===== config.mk =====
export PLATFORM = sky130hd
export DESIGN_NAME = xalu_queue
export DESIGN_NICKNAME = d
export VERILOG_FILES = /design/src/design/xalu_pkg.sv /design/src/design/xalu_queue.sv
export SDC_FILE = /design/constraint.sdc
export NUM_CORES = 1
export LEC_CHECK = 0
export BUFFER_PORTS_ARGS = -buffer_cell sky130_fd_sc_hd__buf_2
export CELL_PAD_IN_SITES_DETAIL_PLACEMENT = 0
export CELL_PAD_IN_SITES_GLOBAL_PLACEMENT = 2
export CORE_ASPECT_RATIO = 0.8
export CORE_UTILIZATION = 41
export DETAILED_ROUTE_END_ITERATION = 8
export GPL_TIMING_DRIVEN = 1
export PLACE_DENSITY = 0.85
export SETUP_SLACK_MARGIN = 0.02
export SLEW_MARGIN = 20
export SYNTH_ARGS = -nofsm -noshare
export SYNTH_HDL_FRONTEND = slang
export SYNTH_SLANG_ARGS = --single-unit

===== constraint.sdc =====
create_clock -name clock -period 7.5 [get_ports clock]
set_input_delay 1.5 -clock clock [delete_from_list [all_inputs] [get_ports clock]]
set_output_delay 1.5 -clock clock [all_outputs]
set_load 0.01 [all_outputs]

===== src/design/xalu_pkg.sv =====
// Shared types, codes and helper functions of the x86 integer ALU.
// Used by every module of the block; depends on nothing else.
package xalu_pkg;

   // Operation codes carried on the request tuser
   localparam logic [3:0] OP_ADD   = 4'd0;
   localparam logic [3:0] OP_SUB   = 4'd1;
   localparam logic [3:0] OP_CMP   = 4'd2;
   localparam logic [3:0] OP_INC   = 4'd3;
   localparam logic [3:0] OP_DEC   = 4'd4;
   localparam logic [3:0] OP_NEG   = 4'd5;
   localparam logic [3:0] OP_ADC   = 4'd6;
   localparam logic [3:0] OP_SBB   = 4'd7;
   localparam logic [3:0] OP_MUL   = 4'd8;
   localparam logic [3:0] OP_IMUL1 = 4'd9;
   localparam logic [3:0] OP_IMUL2 = 4'd10;
   localparam logic [3:0] OP_IMUL3 = 4'd11;
   localparam logic [3:0] OP_DIV   = 4'd12;
   localparam logic [3:0] OP_IDIV  = 4'd13;

   // Write targets
   localparam logic [1:0] TGT_NONE = 2'd0;
   localparam logic [1:0] TGT_DEST = 2'd1;
   localparam logic [1:0] TGT_ACC  = 2'd2;

   // Flag bits, same order in the flag vector and the update mask
   localparam logic [3:0] F_CF  = 4'b0001;
   localparam logic [3:0] F_OF  = 4'b0010;
   localparam logic [3:0] F_ZF  = 4'b0100;
   localparam logic [3:0] F_SF  = 4'b1000;
   localparam logic [3:0] F_ALL = 4'b1111;

   // Number of one-bit division steps in the back end
   localparam int DIV_STEPS = 32;

   typedef enum logic [1:0] {KIND_NONE, KIND_ALU, KIND_MUL, KIND_DIV} kind_type;
   typedef enum logic [1:0] {SZ_BYTE, SZ_WORD, SZ_DWORD} size_type;

   // Classified request, as held in the queue
   typedef struct packed {
      kind_type    kind;
      size_type    size;
      logic        sgn;
      logic        one_dest;
      logic [31:0] alu_lo;
      logic [1:0]  alu_tgt;
      logic [3:0]  flags;
      logic [3:0]  fm;
      logic [32:0] op_a;
      logic [32:0] op_b;
      logic [31:0] rem0;
      logic [31:0] low;
      logic [31:0] dvs;
      logic        nd;
      logic        ns;
      logic        err;
   } qent_type;

   // Work carried along the back-end pipeline
   typedef struct packed {
      kind_type    kind;
      size_type    size;
      logic        sgn;
      logic        one_dest;
      logic [31:0] lo;
      logic [31:0] hi;
      logic [31:0] dvs;
      logic        nd;
      logic        ns;
      logic        err;
      logic [1:0]  tgt;
      logic [3:0]  flags;
      logic [3:0]  fm;
   } bst_type;

   // Finished response
   typedef struct packed {
      logic        derr;
      logic [3:0]  fm;
      logic [3:0]  flags;
      logic [1:0]  tgt;
      logic [31:0] hi;
      logic [31:0] lo;
   } rsp_type;

   // Size code to operand size; the unused code counts as dword
   function automatic size_type to_size(input logic [1:0] code);
      size_type s;
      case (code)
         2'd0:    s = SZ_BYTE;
         2'd1:    s = SZ_WORD;
         default: s = SZ_DWORD;
      endcase
      return s;
   endfunction

   // Takes the low bits of the given size and extends them to 33 bits
   function automatic logic [32:0] ext33(input logic [31:0] v, input size_type sz,
                                         input logic sgn);
      logic [32:0] r;
      case (sz)
         SZ_BYTE: r = {{25{sgn & v[7]}}, v[7:0]};
         SZ_WORD: r = {{17{sgn & v[15]}}, v[15:0]};
         default: r = {sgn & v[31], v};
      endcase
      return r;
   endfunction

   // Same extension, kept to 32 bits
   function automatic logic [31:0] ext32(input logic [31:0] v, input size_type sz,
                                         input logic sgn);
      logic [32:0] r;
      r = ext33(v, sz, sgn);
      return r[31:0];
   endfunction

   // Most significant bit at the given size
   function automatic logic msb_at(input logic [31:0] v, input size_type sz);
      logic b;
      case (sz)
         SZ_BYTE: b = v[7];
         SZ_WORD: b = v[15];
         default: b = v[31];
      endcase
      return b;
   endfunction

endpackage


===== src/design/xalu_queue.sv =====
// Short first-in first-out queue between the front and back ends.
// Holds classified requests; depends on xalu_pkg.
module xalu_queue #(
   parameter int DEPTH = 4
) (
   input  logic               clock,
   input  logic               reset,
   input  logic               push,
   input  xalu_pkg::qent_type push_data,
   output logic               full,
   input  logic               pop,
   output logic               empty,
   output xalu_pkg::qent_type pop_data
);
   import xalu_pkg::*;

   localparam int PW = (DEPTH > 1) ? $clog2(DEPTH) : 1;
   localparam int CW = $clog2(DEPTH + 1);

   qent_type       mem_ff [DEPTH];
   logic [PW-1:0]  wptr_ff, wptr_in, rptr_ff, rptr_in;
   logic [CW-1:0]  cnt_ff, cnt_in;
   logic           do_push, do_pop;

   assign full     = (cnt_ff == CW'(DEPTH));
   assign empty    = (cnt_ff == '0);
   assign do_push  = push && !full;
   assign do_pop   = pop && !empty;
   assign pop_data = mem_ff[rptr_ff];

   // Pointer and count update
   always_comb begin
      wptr_in = wptr_ff;
      rptr_in = rptr_ff;
      cnt_in  = cnt_ff;
      if (do_push) begin
         wptr_in = (wptr_ff == PW'(DEPTH - 1)) ? '0 : wptr_ff + 1'b1;
      end
      if (do_pop) begin
         rptr_in = (rptr_ff == PW'(DEPTH - 1)) ? '0 : rptr_ff + 1'b1;
      end
      if (do_push && !do_pop) begin
         cnt_in = cnt_ff + 1'b1;
      end else if (do_pop && !do_push) begin
         cnt_in = cnt_ff - 1'b1;
      end
   end

   always_ff @(posedge clock) begin
      if (reset) begin
         wptr_ff <= '0;
         rptr_ff <= '0;
         cnt_ff  <= '0;
      end else begin
         wptr_ff <= wptr_in;
         rptr_ff <= rptr_in;
         cnt_ff  <= cnt_in;
      end
   end

   // Entry storage
   always_ff @(posedge clock) begin
      if (do_push) begin
         mem_ff[wptr_ff] <= push_data;
      end
   end

   // The fill count never exceeds the depth and holds while full unless an entry is popped
   a_cnt_range: assert property (@(posedge clock) disable iff (reset)
      cnt_ff <= CW'(DEPTH))
      else $error("queue count beyond depth");
   a_push_full: assert property (@(posedge clock) disable iff (reset)
      full |=> (cnt_ff == CW'(DEPTH)) || $past(do_pop))
      else $error("queue lost an entry while full");

endmodule


; ---- Yosys cells after proc, flatten, opt, wreduce, memory -nomap -nowiden
; Memories as Yosys holds them, arrays and structs flattened. A register that Yosys moved wholly into a read port is not among the register bits.
; Cells that the tools add are included.
[classes]
reduce_logical = 10
n_shift = 0
div_mod_pow = 0
eq_ne = 3
magnitude_cmp = 0
mul = 0
mux = 8
n_bitwise = 0
n_addsub = 4
[op_table]
columns = op, n
row1 = $mux 2, 4
row2 = $mux 3, 2
row3 = $add 2x1->2 const B, 2
row4 = $eq 2x2->1 const B, 2
row5 = $logic_and 1x1->1, 4
row6 = $logic_not 1->1, 4
row7 = $add 3x1->3 const B, 1
row8 = $eq 3x3->1 const B, 1
row9 = $logic_not 3->1, 1
row10 = $sub 3x1->3 const B, 1
row11 = $mux 1, 2
row12 = $reduce_bool 2->1, 1
[totals]
mem_bits_ro = 0
output_inout_bits = 215
regBits = 7
latchBits = 0
mem_count = 1
inputBits = 217
mem_bits_rw = 852
[mem_list]
columns = memory, words, word_bits, read_ports, rd_clocked_by_memory_dff, wr, line
row1 = mem_ff, 4, 213, 1, 1, 1, xalu_queue.sv:20  ; qent_type mem_ff [DEPTH];

; ---- Longest topological paths before layout
[logic_depth]
depth_word = 7
mapped_depth = 10

; ---- Worst setup path before layout
; Ideal clock, no wire load.
[synth_timing]
kind = input port to flip-flop
startpoint = input port push
endpoint = memory mem_ff[3][0] in the netlist's numbering, enable pin
arrival_time_ns = 6.412
slack_ns = 0.487
t_required_ns = 6.899
setup_ns = 0.601
path_stages = 1
path_buffers = 0
path_cell_list = and3_1
[synth_between]
elab_chain_cells = 3
[synth_rtl]
columns = item, line
row1 = start: declaration, xalu_queue.sv:8  ; input logic push,
row2 = $logic_and 1x1->1, xalu_queue.sv:27  ; assign do_push = push && !full;
row3 = $mux 1, xalu_queue.sv:63  ; if (do_push) begin
row4 = $mux 1 (implied by the code), xalu_queue.sv:64  ; mem_ff[wptr_ff] <= push_data;
row5 = end: declaration, xalu_queue.sv:20
; No other way between the ends.

==> results.toml <==
[layout]
finalNetCount = 1866
multi_input_area_sq_um = 5070
drive_gt1_share_pct = 45.6
area.sequential_sq_um = 25800
fillers = 5973
synthToLayoutAreaGrowth_pct = 19.1

[clock_network]
cts_inserted_buffers = 84
cts_max_path_buffers = 3
path_clk_slew_ns = 0.06
clock_latency_ns = 0.63
postCtsHoldBufs = 0
root_buffer = "clkbuf_16"
htree_num_levels = 3
cts_tree = "yes"
cts.sinks = 861
postCtsSetupBuffers = 0
cts_resized = 0

[global_routing]
grt-ovfl-total = 0
grt_max_degree = 115
grtUsageMet3_pct = 6.18
grtUsageMet1_pct = 19.1
grt_pass1_wl_mm = 88.3
grt.busiest_layer = "met2"
grt_pass1_vias = 14600
track_usage_pct = 15.3
antenna_found_initial = 19
met2_usage_pct = 24.7

[sta]
slew_headroom_pct = 31.1
setup_viol_count_final = 0
layout_setup_ws_ns = 3.02
rsz0062_at_grt = "no"
fin_skew_ns = 0.0379
worst_pin_slew_ns = 1.03
tns_ns = 0
fmax_ghz = 0.223
fin_crit_sh_pct = 59.7
min_period_ns = 4.48
slew_violations = 0
hold_viol = 0

[critical_path]
crit_arrival_ns = 2.98
reg2reg_depth = 3
worstPathRequired_ns = 6.00
cp-start-kind = "flip-flop"
cp-end-kind = "output port"
cp_max_fo = 60
crit_type = "flip-flop to output port"

[detailed_routing]
dr.pass1.iters = 4
via_per_inst = 5.07
vias = 13800
wire_per_inst_um = 21.8
drtIter0Drc = 929
postRouteAntennaNets = 0
drt_wl_total_mm = 59.6
drc = 0

[synth]
ys_warn_count = 0
syn_area_per_cell_sq_um = 26.8
ys_seq_area_share_pct = 82.6
synthArstFlopShare_pct = 0
synth_edf_count = 852
ys_ff_latch = 861
synthFlopType = "edfxtp_1"
ys_types = 22
synth.net_count = 1387
syn_area_sq_um = 31200
synthCells = 1163

[hold_path]
hold_path_depth = 2
hp-class = "flip-flop to flip-flop"

[die]
start_util_pct = 41.4
die_width_um = 310
die_y_um = 249
rows = 90
coreArea_sq_um = 75300
die_area_sq_um = 77200
ioPinCount = 432

[power]
p_leak_nw = 12.2
seqPwrFrac_pct = 47.9
sw_frac_of_total_pct = 25.5
ir_worst_vdd_mv = 0.202
clockPowerShare_pct = 32.6
p_sw_w = 0.00317
p_comb_share_pct = 19.5
power_density_nw_per_um2 = 335
p_int_w = 0.00928

[flow_run]
maxCapViolCount = 0

[run_status]
outcome = "finished clean"

[placement]
portBuffers = 431
hpwl_mm = 34.8
place.gp.congestion = 0.742
place_worst_setup_slack_ns = 3.61
routing by layer:
metal / part of all wire, % / vias up / wire length, um
li1: - / 6035 / -
met2: 49 / 395 / 29400
met5: 0.27 / - / 158
met4: 1.9 / 26 / 1150
met3: 9.5 / 110 / 5670
met1: 39 / 7280 / 23200
power groups by stage:
| stage | combinational (W) | clock (W) | sequential (W) |
|---|---|---|---|
| 3_5_place_dp | 0.00249 | 0 | 0.00608 |
| 3_3_place_gp | 0.00248 | 0 | 0.00605 |
| 6_report | 0.00243 | 0.00405 | 0.00597 |
| 5_1_grt | 0.00262 | 0.00433 | 0.00601 |
| 2_1_floorplan | 0.00163 | 0 | 0.00609 |
| 4_1_cts | 0.00251 | 0.00416 | 0.00598 |
layout make-up:
class                      count  share of cell area (%)
antenna                       10                  0.0673
clock buffer                 102                    5.95
clock inverter                49                    1.24
inverter                       5                  0.0539
multi-input combinational    247                    13.7
sequential                   861                    69.3
tap                         1012                    3.41
timing repair buffer         443                    6.28
worst max-delay path, cell delays in order, from the launching register on:
cell and delay, ns:
dfxtp_4 0.83, buf_4 0.82, mux4_2 0.43, buf_2 0.16
cell usage after synthesis, types with 2 or more instances:
library cell | instances | share of area (%)
and3_1 | 4 | 0.080
clkbuf_1 | 6 | 0.072
o21ai_0 | 2 | 0.032
a21oi_1 | 3 | 0.048
nor3_1 | 2 | 0.032
nand3_1 | 2 | 0.032
dfxtp_1 | 9 | 0.58
mux2i_1 | 2 | 0.064
xor2_1 | 2 | 0.056
nor2_1 | 4 | 0.048
or3_1 | 2 | 0.040
o31ai_1 | 2 | 0.048
mux4_2 | 213 | 15
ha_1 | 6 | 0.24
edfxtp_1 | 852 | 82
buf_2 | 24 | 0.38
inv_1 | 4 | 0.048
buf_6 | 20 | 0.72
through the flow:
step	instances	utilization (%)	cell area [sq um]	total power, W	hold slack, ns
finish	2729	49.3	37200	0.0125	0.487
global route	2722	49.3	37100	0.0130	0.525
CTS	2719	49.3	37100	0.0126	0.485
detailed placement	2568	45.8	34500	0.00857	0.477
global placement	2568	45.8	34500	0.00853	0.465
floorplan	1163	-	31200	0.00772	0.463
final timing paths:
| check | startpoint | to | slack, ns |
|---|---|---|---|
| hold reg to reg | rptr_ff[0] | flip-flop | 0.49 |
| setup / recovery | flip-flop | pop_data[50] | 3.02 |
| hold / removal | rptr_ff[0] | flip-flop | 0.49 |
| setup reg to reg | cnt_ff[0] | mem_ff[3][49] | 4.67 |
logic make-up after synthesis:
logic type | after synthesis | synth area share (%)
muxes | 215 | 15.4
DFF | 861 | 82.6
AOI/OAI and AO/OA | 7 | 0.128
adders and majority gates | 7 | 0.305
xor gates and xnor gates | 2 | 0.0561
buffers and inverters | 55 | 1.24
and+or+nand+nor | 16 | 0.273
cell usage in the layout (no fill, tap or decap), drive strengths merged, types with 6 or more instances in the layout:
master / n
buf: 443
bufinv: 6
clkbuf: 102
clkinv: 35
dfxtp: 9
diode: 10
edfxtp: 852
ha: 6
inv: 10
mux4: 213
flip-flops by register name, summed over array words and instances (netlist names), named ones only:
signal   count
wptr_ff      2
cnt_ff       3
rptr_ff      2
mem_ff     852
No activity file was read; power rests on OpenSTA's default activity.
